$ cat src/rtl/msc_pkg.sv
package msc_pkg;

   localparam int MAX_ELEMENTS = 64;
   localparam int VALUE_WIDTH  = 32;

   localparam int ADDR_W      = (MAX_ELEMENTS > 2) ? $clog2(MAX_ELEMENTS) : 1;
   localparam int COUNT_W     = $clog2(MAX_ELEMENTS + 1);
   localparam int CNT_W       = 12;
   localparam int STACK_DEPTH = $clog2(MAX_ELEMENTS);
   localparam int SP_W        = $clog2(STACK_DEPTH + 1);
   localparam int SP_IDX_W    = (STACK_DEPTH > 1) ? $clog2(STACK_DEPTH) : 1;

   typedef logic [ADDR_W-1:0]      addr_type;
   typedef logic [COUNT_W-1:0]     count_type;
   typedef logic [CNT_W-1:0]       cnt_type;
   typedef logic [VALUE_WIDTH-1:0] value_type;

   typedef struct packed {
      logic signed [31:0] value;
      logic               is_last;
   } req_type;

   typedef struct packed {
      logic signed [31:0] sorted_value;
      logic               end_of_set;
      cnt_type            comparisons;
      logic               overflowed;
   } rsp_type;

   typedef struct packed {
      logic      we;
      addr_type  waddr;
      value_type wdata;
      addr_type  raddr;
   } elem_req_type;

   typedef struct packed {
      logic      we;
      addr_type  waddr;
      value_type wdata;
      addr_type  raddr_a;
      addr_type  raddr_b;
   } scr_req_type;

   typedef struct packed {
      logic    done;
      cnt_type comparisons;
   } sort_status_type;

   function automatic value_type to_store(input logic [31:0] v);
      logic signed [63:0] e;
      e = 64'($signed(v));
      return e[VALUE_WIDTH-1:0];
   endfunction

   function automatic logic [31:0] from_store(input value_type s);
      logic signed [63:0] e;
      e = 64'($signed(s));
      return e[31:0];
   endfunction

endpackage

$ cat src/rtl/msc_sorter.sv
module msc_sorter
   import msc_pkg::*;
(
   input  logic            clock,
   input  logic            reset,
   input  logic            start,
   input  count_type       n,
   input  value_type       elem_rdata,
   input  value_type       scr_rdata_a,
   input  value_type       scr_rdata_b,
   output elem_req_type    elem_req,
   output scr_req_type     scr_req,
   output sort_status_type status
);

   typedef enum logic [2:0] {
      ST_IDLE, ST_DISPATCH, ST_COPY, ST_DRAIN, ST_PRIME, ST_MERGE
   } state_type;

   typedef enum logic [1:0] {PH_LEFT, PH_RIGHT, PH_MERGE} phase_type;

   typedef struct packed {
      addr_type  lo;
      addr_type  hi;
      phase_type phase;
   } frame_type;

   state_type state_ff, state_in;
   frame_type stack_ff [STACK_DEPTH];
   frame_type stack_in [STACK_DEPTH];
   logic [SP_W-1:0] sp_ff, sp_in;
   addr_type  cur_lo_ff, cur_lo_in, cur_md_ff, cur_md_in, cur_hi_ff, cur_hi_in;
   addr_type  rd_ptr_ff, rd_ptr_in;
   logic      cp_v_ff, cp_v_in;
   addr_type  cp_addr_ff, cp_addr_in;
   addr_type  l_ff, l_in, k_ff, k_in;
   count_type r_ff, r_in;
   cnt_type   cmp_ff, cmp_in;
   logic      done_ff, done_in;

   logic [SP_IDX_W-1:0] top_idx, push_idx;
   frame_type top;
   logic [ADDR_W:0] mid_sum;
   addr_type  top_md;
   logic      lv, rv, take_r;

   always_comb begin
      top_idx  = SP_IDX_W'(sp_ff - SP_W'(1));
      push_idx = SP_IDX_W'(sp_ff);
      top      = stack_ff[top_idx];
      mid_sum  = {1'b0, top.lo} + {1'b0, top.hi};
      top_md   = mid_sum[ADDR_W:1];
      lv       = l_ff <= cur_md_ff;
      rv       = r_ff <= COUNT_W'(cur_hi_ff);
      take_r   = rv && (!lv || ($signed(scr_rdata_a) > $signed(scr_rdata_b)));

      state_in   = state_ff;
      stack_in   = stack_ff;
      sp_in      = sp_ff;
      cur_lo_in  = cur_lo_ff;
      cur_md_in  = cur_md_ff;
      cur_hi_in  = cur_hi_ff;
      rd_ptr_in  = rd_ptr_ff;
      cp_v_in    = (state_ff == ST_COPY);
      cp_addr_in = rd_ptr_ff;
      l_in       = l_ff;
      r_in       = r_ff;
      k_in       = k_ff;
      cmp_in     = cmp_ff;
      done_in    = 1'b0;

      elem_req.we    = 1'b0;
      elem_req.waddr = k_ff;
      elem_req.wdata = take_r ? scr_rdata_b : scr_rdata_a;
      elem_req.raddr = rd_ptr_ff;

      unique case (state_ff)
         ST_IDLE: begin
            if (start) begin
               cmp_in      = '0;
               sp_in       = (n > COUNT_W'(1)) ? SP_W'(1) : '0;
               stack_in[0] = '{lo: '0, hi: ADDR_W'(n - COUNT_W'(1)), phase: PH_LEFT};
               state_in    = ST_DISPATCH;
            end
         end
         ST_DISPATCH: begin
            if (sp_ff == '0) begin
               done_in  = 1'b1;
               state_in = ST_IDLE;
            end else begin
               unique case (top.phase)
                  PH_LEFT: begin
                     stack_in[top_idx].phase = PH_RIGHT;
                     if (top.lo != top_md) begin
                        stack_in[push_idx] = '{lo: top.lo, hi: top_md, phase: PH_LEFT};
                        sp_in = sp_ff + SP_W'(1);
                     end
                  end
                  PH_RIGHT: begin
                     stack_in[top_idx].phase = PH_MERGE;
                     if (ADDR_W'(top_md + ADDR_W'(1)) != top.hi) begin
                        stack_in[push_idx] =
                           '{lo: ADDR_W'(top_md + ADDR_W'(1)), hi: top.hi, phase: PH_LEFT};
                        sp_in = sp_ff + SP_W'(1);
                     end
                  end
                  PH_MERGE: begin
                     cur_lo_in = top.lo;
                     cur_md_in = top_md;
                     cur_hi_in = top.hi;
                     rd_ptr_in = top.lo;
                     state_in  = ST_COPY;
                  end
                  default: begin
                     state_in = ST_IDLE;
                  end
               endcase
            end
         end
         ST_COPY: begin
            if (rd_ptr_ff == cur_hi_ff) begin
               state_in = ST_DRAIN;
            end else begin
               rd_ptr_in = rd_ptr_ff + ADDR_W'(1);
            end
         end
         ST_DRAIN: begin
            state_in = ST_PRIME;
         end
         ST_PRIME: begin
            l_in     = cur_lo_ff;
            r_in     = COUNT_W'(cur_md_ff) + COUNT_W'(1);
            k_in     = cur_lo_ff;
            state_in = ST_MERGE;
         end
         ST_MERGE: begin
            elem_req.we = 1'b1;
            if (take_r) begin
               r_in = r_ff + COUNT_W'(1);
            end else begin
               l_in = l_ff + ADDR_W'(1);
            end
            if (lv && rv) begin
               cmp_in = cmp_ff + CNT_W'(1);
            end
            if (k_ff == cur_hi_ff) begin
               sp_in    = sp_ff - SP_W'(1);
               state_in = ST_DISPATCH;
            end else begin
               k_in = k_ff + ADDR_W'(1);
            end
         end
         default: begin
            state_in = ST_IDLE;
         end
      endcase

      scr_req.we      = cp_v_ff;
      scr_req.waddr   = cp_addr_ff;
      scr_req.wdata   = elem_rdata;
      scr_req.raddr_a = l_in;
      scr_req.raddr_b = r_in[ADDR_W-1:0];
   end

   always_ff @(posedge clock) begin
      stack_ff   <= stack_in;
      cur_lo_ff  <= cur_lo_in;
      cur_md_ff  <= cur_md_in;
      cur_hi_ff  <= cur_hi_in;
      rd_ptr_ff  <= rd_ptr_in;
      cp_addr_ff <= cp_addr_in;
      l_ff       <= l_in;
      r_ff       <= r_in;
      k_ff       <= k_in;
      if (reset) begin
         state_ff <= ST_IDLE;
         sp_ff    <= '0;
         cp_v_ff  <= 1'b0;
         cmp_ff   <= '0;
         done_ff  <= 1'b0;
      end else begin
         state_ff <= state_in;
         sp_ff    <= sp_in;
         cp_v_ff  <= cp_v_in;
         cmp_ff   <= cmp_in;
         done_ff  <= done_in;
      end
   end

   assign status.done        = done_ff;
   assign status.comparisons = cmp_ff;

   // one merge frame per halving level
   a_stack_bound: assert property (@(posedge clock) disable iff (reset)
      sp_ff <= SP_W'(STACK_DEPTH))
      else $error("merge stack overrun");

   // every output slot consumes exactly one element from one half
   a_merge_index: assert property (@(posedge clock) disable iff (reset)
      state_ff == ST_MERGE |->
         (COUNT_W + 1)'(k_ff) + (COUNT_W + 1)'(cur_md_ff) + (COUNT_W + 1)'(1)
         == (COUNT_W + 1)'(l_ff) + (COUNT_W + 1)'(r_ff))
      else $error("merge pointers out of step");

   a_merge_range: assert property (@(posedge clock) disable iff (reset)
      state_ff == ST_MERGE |->
         (COUNT_W'(l_ff) <= COUNT_W'(cur_md_ff) + COUNT_W'(1))
         && (r_ff <= COUNT_W'(cur_hi_ff) + COUNT_W'(1)))
      else $error("merge pointer past its half");

   a_copy_drain: assert property (@(posedge clock) disable iff (reset)
      state_ff == ST_PRIME |-> !cp_v_ff)
      else $error("scratch read primed before copy finished");

endmodule
$ cat config.mk
export PLATFORM = sky130hd
export DESIGN_NAME = msc_sorter
export DESIGN_NICKNAME = d
export VERILOG_FILES = /design/src/rtl/msc_pkg.sv /design/src/rtl/msc_sorter.sv
export SDC_FILE = /design/constraint.sdc
export NUM_CORES = 1
export LEC_CHECK = 0
export ABC_AREA = 1
export BUFFER_PORTS_ARGS = -buffer_cell sky130_fd_sc_hd__buf_2
export CAP_MARGIN = 0
export CORE_MARGIN = 2
export CORE_UTILIZATION = 30
export DETAILED_ROUTE_END_ITERATION = 12
export GPL_TIMING_DRIVEN = 0
export PLACE_DENSITY = 0.5
export SETUP_SLACK_MARGIN = 0.5
export SYNTH_ARGS = -nofsm -noshare
export SYNTH_HDL_FRONTEND = slang
export SYNTH_SLANG_ARGS = --single-unit
export TNS_END_PERCENT = 10
$ cat constraint.sdc
create_clock -name clock -period 8.6 [get_ports clock]
set_clock_uncertainty 0.05 [all_clocks]
set_input_delay 2.15 -clock clock [delete_from_list [all_inputs] [get_ports clock]]
set_output_delay 2.15 -clock clock [all_outputs]
set_load 0.05 [all_outputs]
==> results of run 1 <==
[Yosys cell counts (5+ instances only)]
| master | n |
|---|---|
| o21ai_0 | 109 |
| nor3_1 | 22 |
| inv_2 | 9 |
| or2_2 | 5 |
| nand3_1 | 106 |
| a21oi_1 | 66 |
| xor2_1 | 24 |
| o21bai_1 | 5 |
| xnor2_1 | 5 |
| nor4_1 | 5 |
| nand2_2 | 8 |
| clkbuf_1 | 17 |
| edfxtp_1 | 115 |
| nand2_4 | 6 |
| ha_1 | 61 |
| nand3b_1 | 5 |
| buf_2 | 14 |
| nor2_1 | 83 |
| o22ai_1 | 44 |
| buf_4 | 42 |
| nand2_1 | 382 |
| nand4_1 | 16 |
| inv_1 | 154 |
| nand3_2 | 5 |
| dfxtp_1 | 38 |
| nor2_2 | 7 |
[how the worst max path moves through the flow]
stage	to	slack (ns)	cells past startpoint
2_1_floorplan	elem_req[6]	1.50	13
3_3_place_gp	scr_req[1]	0.98	16
3_5_place_dp	scr_req[1]	1.03	16
4_1_cts	scr_req[1]	1.02	16
5_1_grt	scr_req[1]	0.73	17
6_report	scr_req[1]	1.08	17
[stage by stage]
stage               cells  setup slack [ns]
global route         2081            0.7335
global placement     2049            0.9821
CTS                  2081             1.021
floorplan            1407             1.504
finish               2081             1.075
detailed placement   2049             1.026
[layer usage]
metal | up-vias | global-route usage | wire (um)
met2 | 363 | 0.3127 | 16740
met5 | - | 0 | 0
met3 | 57 | 0.03295 | 2050
li1 | 5123 | - | -
met1 | 4702 | 0.2421 | 15450
met4 | 0 | 0.07436 | 1053
[layout make-up]
| cell class | instances | area [um^2] |
|---|---|---|
| inverter | 167 | 629.4 |
| clock buffer | 17 | 425.4 |
| clock inverter | 15 | 166.4 |
| sequential | 153 | 4214 |
| timing repair buffer | 181 | 905.9 |
| buffer | 79 | 501.7 |
| tap | 461 | 576.8 |
| fill | 3752 | 22640 |
| multi-input combinational | 1008 | 5424 |
[cells by family after synthesis]
group                      count (synthesis)
and+or+nand+nor                          662
xor gates and xnor gates                  30
buffers and inverters                    246
AOI/OAI and AO/OA                        254
adders and majority gates                 62
DFF                                      153
[state kept, by name (all words and copies together), names as in the netlist, 6 cells and up]
| signal | count |
|---|---|
| r_ff | 7 |
| k_ff | 6 |
| cp_addr_in | 6 |
| stack_ff | 84 |
| cur_lo_ff | 6 |
| cp_addr_ff | 6 |
| l_ff | 6 |
| cur_hi_ff | 6 |
| cur_md_ff | 6 |
| cmp_ff | 12 |
==> impl_metrics.toml, run 1 <==
[grt]
grt.overflow.total = 0
grt_max_degree = 19
grt_first_pass_wirelength_mm = 55.22
grt_antenna_before_repair = 0
first_global_vias = 9799
grt_usage = 0.1880

[critical_path]
path_cells = "buf_2 > inv_1 > ha_1 > nand2_1 > nor2_1 > nand4_1 > nor4_1 > nand2_1 > a21o_1 > nand3_1 > nand2_1 > nand2_1 > clkbuf_1 > nor2_1 > o21bai_1 > buf_4 > buf_2"
crit_family = "simple AND/OR/NAND/NOR gates"
r2r_end = "stack_ff[5]"
startpoint = "scr_rdata_b[31]"
end_kind = "output pin"
required_ns = 6.40
rrSetupSlack_ns = 1.56
reg2regPathDepth = 24
r2r_start = "push_idx[0]"
crit_buf_inv = 5
path_max_fanout = 10
cpPeakStageDelay_ns = 0.49
crit_top_cell = "nand2_1"
worstSetupStartpointType = "input pin"
crit_type = "input pin to output pin"
crit_path_top_delay_cell = "clkbuf_1"
cp_data_arrival_time_ns = 5.32

[synthesis]
synthCells = 1407
synth_seq_cells = 153
synthFlopType = "edfxtp_1"
yosys.area_share.simple = 0.2735
syn-cell-area_um2 = 10770
synth_top_family_by_area = "simple AND/OR/NAND/NOR gates"
synth-compound-area-share = 0.1316
yosys_warnings = 0
syn_nets = 1575
avgSynthCellArea_um2 = 7.654
synth_edf_count = 115
synth_top_area_share = 0.3207
synthXorXnorAreaFrac = 0.02579
synthTopCellsByArea = "edfxtp_1, nand2_1, ha_1"
ys_seq_area_frac = 0.3913
synth_mux_area_frac = 0
synthArstFlopShare = 0
synthAdderAreaFrac = 0.07273
synth_cell_types = 54
yosysTopAreaCell = "edfxtp_1"

[die]
die_w_um = 193.5
fp.dieArea_um2 = 37430
rows = 69
fp.dieH_um = 193.5
start_util = 0.3035
ios = 215
core_area_um2 = 35480

[cts]
cts.reportedPaths.clkPinSlew_ns = 0.06
cts_max_level = 4
cts_setup_buffers = 0
clk_latency_ns = 0.45
cts.hold.buffers_added = 0
cts.sink_count = 153
cts_made_buffers = 17
clock_tree.root_cell = "clkbuf_16"
cts_resized = 0
tritoncts = "done"
clk_path_buf_depth = 2

[timing]
finalCriticalPeriod_ns = 7.525
finalSetupViolCount = 0
slew_headroom = 0.2066
period_share = 0.8750
whs_ns = 0.3998
setup-tns-final_ns = 0
hold_viol = 0
drv_slew = 0
rsz0062_at_grt = "false"
fmax_mhz = 132.9
tightest_slew_ns = 1.186

[worst_hold_path]
holdCritStartpoint = "cp_addr_in[3]"
holdPathEnd = "cp_addr_ff[3]"
worstHoldPathCells = 0
hold_path_class = "flop to flop"

[finish]
final_cell_mix = "nand2_1, buf_2, inv_1, edfxtp_1, o21ai_0"
post-route-cell-area_um2 = 12840
nets = 1775
drive_gt1_frac = 0.1981
final_common_cell = "nand2_1"
antenna_cells = 0
final_core_utilization = 0.3620
syn_to_final_growth_pct = 19.26

[flow_run]
max_cap_viol_count = 0

[drt]
drc = 0
wire_per_inst_um = 16.96
finalWirelength_mm = 35.30
dr.pass1.iters = 5
drt_iter0_drc = 669
antenna_left = 0
via_count = 10245
via_per_inst = 4.923

[placement]
placedInstanceArea_um2 = 12250
dp.final_hpwl_mm = 28.17
io_buffers = 181
gp_congestion = 0.9094

[outcome]
status = "finished, final reports clean"
Power of run 1 is left out: the tool's default activity adds up to more than one toggle a clock period on the data nets, which glitch-free logic cannot reach.
==> inputs of run 2 (changes only) <==
BUFFER_PORTS_ARGS = -buffer_cell sky130_fd_sc_hd__clkbuf_2   (was -buffer_cell sky130_fd_sc_hd__buf_2)
==> run 2 against run 1 <==
  * Maximum frequency grew 0.44%
  * Critical path depth grew 2
  * Worst hold slack gained 0.012 ns
  * Cell count is the same
  * Worst setup slack gained 0.033 ns
  * Non-clock buffer count is the same
  * Sequential cell count is the same
  * Critical path type unchanged
  * Critical endpoint is now scr_req[3]
==> impl_metrics.toml, run 2 (same netlist as run 1, synthesis figures left out) <==
[outcome]
status = "finished, final reports clean"

[timing]
slew_headroom = 0.1659
finalSetupViolCount = 0
hold_viol = 0
setup-tns-final_ns = 0
rsz0062_at_grt = "false"
drv_slew = 0
period_share = 0.8711
finalCriticalPeriod_ns = 7.492
tightest_slew_ns = 1.247
fmax_mhz = 133.5
whs_ns = 0.4115

[finish]
largest_register_ffs = 84
nets = 1775
final_core_utilization = 0.3622
largestRegisters = "stack_ff: 84 flops, cmp_ff: 12 flops, r_ff: 7 flops"
seqCellArea_um2 = 4214
final_cell_mix = "nand2_1, clkbuf_2, inv_1, edfxtp_1, o21ai_0"
multi_input_area_um2 = 5424
syn_to_final_growth_pct = 19.34
drive_gt1_frac = 0.1975
nFillCells = 3791
antenna_cells = 0
top_register = "stack_ff"
final_common_cell = "nand2_1"

[cts]
cts.reportedPaths.clkPinSlew_ns = 0.06
cts_setup_buffers = 0
clk_latency_ns = 0.44
cts.sink_count = 153
cts_max_level = 4
cts_resized = 0
clock_tree.root_cell = "clkbuf_16"
clk_path_buf_depth = 2
cts_made_buffers = 17
cts.hold.buffers_added = 0
tritoncts = "done"

[grt]
grt_first_pass_wirelength_mm = 55.09
grt_max_degree = 19
grt_antenna_before_repair = 0
grt.overflow.total = 0
grt_usage = 0.1871
first_global_vias = 9932

[critical_path]
required_ns = 6.40
path_max_fanout = 10
worstSetupStartpointType = "input pin"
crit_type = "input pin to output pin"
r2r_end = "stack_ff[4]"
r2r_start = "push_idx[0]"
end_kind = "output pin"
crit_top_cell = "nand2_1"
reg2regPathDepth = 23
rrSetupSlack_ns = 1.55
cp_data_arrival_time_ns = 5.29
path_cells = "clkbuf_2 > inv_1 > ha_1 > nand2_1 > nor2_1 > nand4_1 > nor4_1 > nand2_1 > a21o_1 > nand3_1 > nand2_1 > nand2_1 > clkinv_1 > nand2_1 > nand2_1 > nand2_1 > nand3_1 > buf_4 > clkbuf_2"
cpPeakStageDelay_ns = 0.40
crit_path_top_delay_cell = "clkinv_1"

[die]
fp.dieH_um = 193.5
fp.dieArea_um2 = 37430
core_area_um2 = 35480
ios = 215
rows = 69
die_w_um = 193.5
start_util = 0.3035

[placement]
gp_congestion = 0.9069
dp.final_hpwl_mm = 28.17
io_buffers = 181

[worst_hold_path]
worstHoldPathCells = 0
holdPathEnd = "cp_addr_ff[5]"
holdCritStartpoint = "cp_addr_in[5]"
hold_path_class = "flop to flop"

[drt]
via_count = 10266
finalWirelength_mm = 35.35
dr.pass1.iters = 7
via_per_inst = 4.933
antenna_left = 0
wire_per_inst_um = 16.99
drc = 0
drt_iter0_drc = 842

[flow_run]
max_cap_viol_count = 0
-- run 2: worst max path at each step --
stage	from	slack, ns	to
floorplan	scr_rdata_b[31]	1.50	elem_req[6]
global placement	scr_rdata_b[31]	0.96	scr_req[3]
detailed placement	scr_rdata_b[31]	0.96	scr_req[3]
CTS	scr_rdata_b[31]	0.95	scr_req[3]
global route	scr_rdata_b[31]	0.71	scr_req[3]
finish	scr_rdata_b[31]	1.11	scr_req[3]
-- run 2: critical path: cells and delay by family --
family | cells | cell delay (ns)
AND/OR/NAND/NOR | 12 | 1.69
buffers and inverters | 5 | 0.93
adder cells (fa/ha/maj) | 1 | 0.33
AO/OA/AOI/OAI | 1 | 0.18
-- run 2: area by class of cell --
type	count	area share
Buffer	79	0.03904
Clock buffer	18	0.03339
Clock inverter	14	0.01334
Inverter	167	0.04897
Multi-Input combinational cell	1008	0.4220
Sequential cell	153	0.3279
Tap cell	461	0.04488
Timing Repair Buffer	181	0.07048
-- run 2: layer usage --
metal	vias to the layer above	share of wire	GRT usage
met4	0	0.031	0.07831
li1	5114	-	-
met1	4753	0.44	0.2336
met5	-	0	0
met3	57	0.057	0.03434
met2	342	0.47	0.3172
-- run 2: per-stage QoR --
stage,area [um^2],instances,worst slack [ns]
after floorplan,10770,1407,1.504
after global placement,12250,2049,0.9570
after detailed placement,12250,2049,0.9620
after CTS,12850,2081,0.9529
after global routing,12850,2081,0.7134
final,12850,2081,1.108
Power of run 2 is left out for the same reason.
==> inputs of run 3 (changes only) <==
CORE_UTILIZATION = 38   (was 30)
PLACE_DENSITY = 0.62   (was 0.5)
clock period = 6.7 ns   (was 8.6 ns; I/O delays follow)
==> run 3 against run 2 <==
  * Global-route usage increased by 4.0 points
  * Die area decreased by 21%
  * First-iteration DRC count decreased by 13%
  * Via count increased by 2.3%
  * Cell count decreased by 3.7%
  * Non-clock buffer count increased by 6
  * Register-to-register slack got worse by 0.82 ns
  * Sequential share of layout area decreased by 0.53 points
==> impl_metrics.toml, run 3 (same netlist as run 1, synthesis figures left out) <==
[grt]
first_global_vias = 9497
grt_antenna_before_repair = 0
busiest_layer = "met2"
grt_use_met2 = 0.4021
grt_use_met1 = 0.2795
grt_first_pass_wirelength_mm = 51.47
grt_usage = 0.2271
grt_max_degree = 19
grt.overflow.total = 0
use_met3 = 0.03502

[cts]
clock_tree.root_cell = "clkbuf_16"
cts.reportedPaths.clkPinSlew_ns = 0.07
cts.sink_count = 153
cts_made_buffers = 17
tritoncts = "done"
clk_latency_ns = 0.44
cts.hold.buffers_added = 0
cts_max_level = 4
clk_path_buf_depth = 2

[die]
fp.dieArea_um2 = 29700
ios = 215
core_area_um2 = 27860
start_util = 0.3866
die_w_um = 172.3
rows = 61
fp.dieH_um = 172.3

[timing]
setup-tns-final_ns = 0
slew_headroom = 0.1172
post-route-worst-setup-slack_ns = 0.6344
fmax_mhz = 164.9
drv_slew = 0
hold_viol = 0
tightest_slew_ns = 1.319
rsz0062_at_grt = "true"
finalCriticalPeriod_ns = 6.066
period_share = 0.9053
finalSetupViolCount = 0

[placement]
dp_slack_ns = -0.2193
dp.final_hpwl_mm = 26.50
gp_congestion = 0.9175
placedCellCount = 1966
io_buffers = 181

[critical_path]
end_kind = "output pin"
worstSetupStartpointType = "input pin"
crit_type = "input pin to output pin"
path_max_fanout = 10
required_ns = 4.97
cp_data_arrival_time_ns = 4.34

[drt]
wire_per_inst_um = 17.11
finalWirelength_mm = 34.28
dr.pass1.iters = 5
drt_iter0_drc = 729
antenna_left = 0
via_count = 10503
drc = 0
via_per_inst = 5.241

[finish]
nets = 1782
top_register = "stack_ff"
largestRegisters = "stack_ff: 84 flops, cmp_ff: 12 flops, r_ff: 7 flops"
multi_input_area_um2 = 5565
antenna_cells = 0
final_cells = 2004
nFillCells = 2749
drive_gt1_frac = 0.2171
final_common_cell = "nand2_1"
seqCellArea_um2 = 4215
final_cell_mix = "nand2_1, clkbuf_2, inv_1, edfxtp_1, o21ai_0"
largest_register_ffs = 84
syn_to_final_growth_pct = 21.33

[worst_hold_path]
hold_path_class = "flop to flop"

[flow_run]
max_cap_viol_count = 0

[outcome]
status = "finished, final reports clean"
run 3: changes by cell type in the layout (fill, tap and decap cells not counted), sizes merged:
cell | before | now
bufinv | 3 | 4
nand2 | 397 | 398
clkbuf | 216 | 208
clkinv | 8 | 6
buf | 62 | 76
run 3: critical path: stages:
cell	delay, ns
clkbuf_2	0.08
inv_1	0.06
ha_4	0.29
nand2_1	0.07
nor2_1	0.14
nand4_1	0.22
nor4_4	0.34
nand2_2	0.12
nand3_1	0.08
nand3_1	0.09
nand2_2	0.13
nand2_4	0.10
clkbuf_1	0.23
o21ai_0	0.37
buf_2	0.34
run 3: routing by layer:
layer | vias to the layer above | part of all wire
li1 | 5137 | -
met1 | 4865 | 0.41
met2 | 439 | 0.49
met3 | 62 | 0.070
met4 | 0 | 0.030
met5 | - | 0
run 3: final cells by class:
type | instances | area share
plain buffers | 79 | 0.03984
inverters | 167 | 0.04884
flip-flops and latches | 153 | 0.3226
clock buffers | 18 | 0.03284
well taps | 378 | 0.03620
clock inverters | 13 | 0.01484
multi-input cells | 1009 | 0.4259
repair buffers | 187 | 0.07890
run 3: what timing repair did:
action / 4_1_cts / 5_1_grt
setup buffers: 6 / 0
pin swaps: 5 / 5
gates resized for setup: 20 / 51
cloned: 0 / 1
setup endpoints to repair: 110 / 191
run 3: worst paths after layout:
| kind | cells after the start | slack [ns] | to | from |
|---|---|---|---|---|
| max | 15 | 0.63 | elem_req[25] | scr_rdata_b[31] |
| min | 0 | 0.39 | cp_addr_ff[3] | cp_addr_in[3] |
| max reg2reg | 26 | 0.73 | stack_ff[61] | push_idx[0] |
| min reg2reg | 0 | 0.39 | cp_addr_ff[3] | cp_addr_in[3] |
run 3: stage by stage:
stage / utilization / instance area (um^2) / hold slack [ns]
floorplan: - / 10770 / 0.4616
global placement: 0.4361 / 12150 / 0.3961
detailed placement: 0.4361 / 12150 / 0.3895
CTS: 0.4649 / 12950 / 0.3990
global route: 0.4690 / 13070 / 0.4060
finish: 0.4690 / 13070 / 0.3915
Power of run 3 is left out for the same reason.
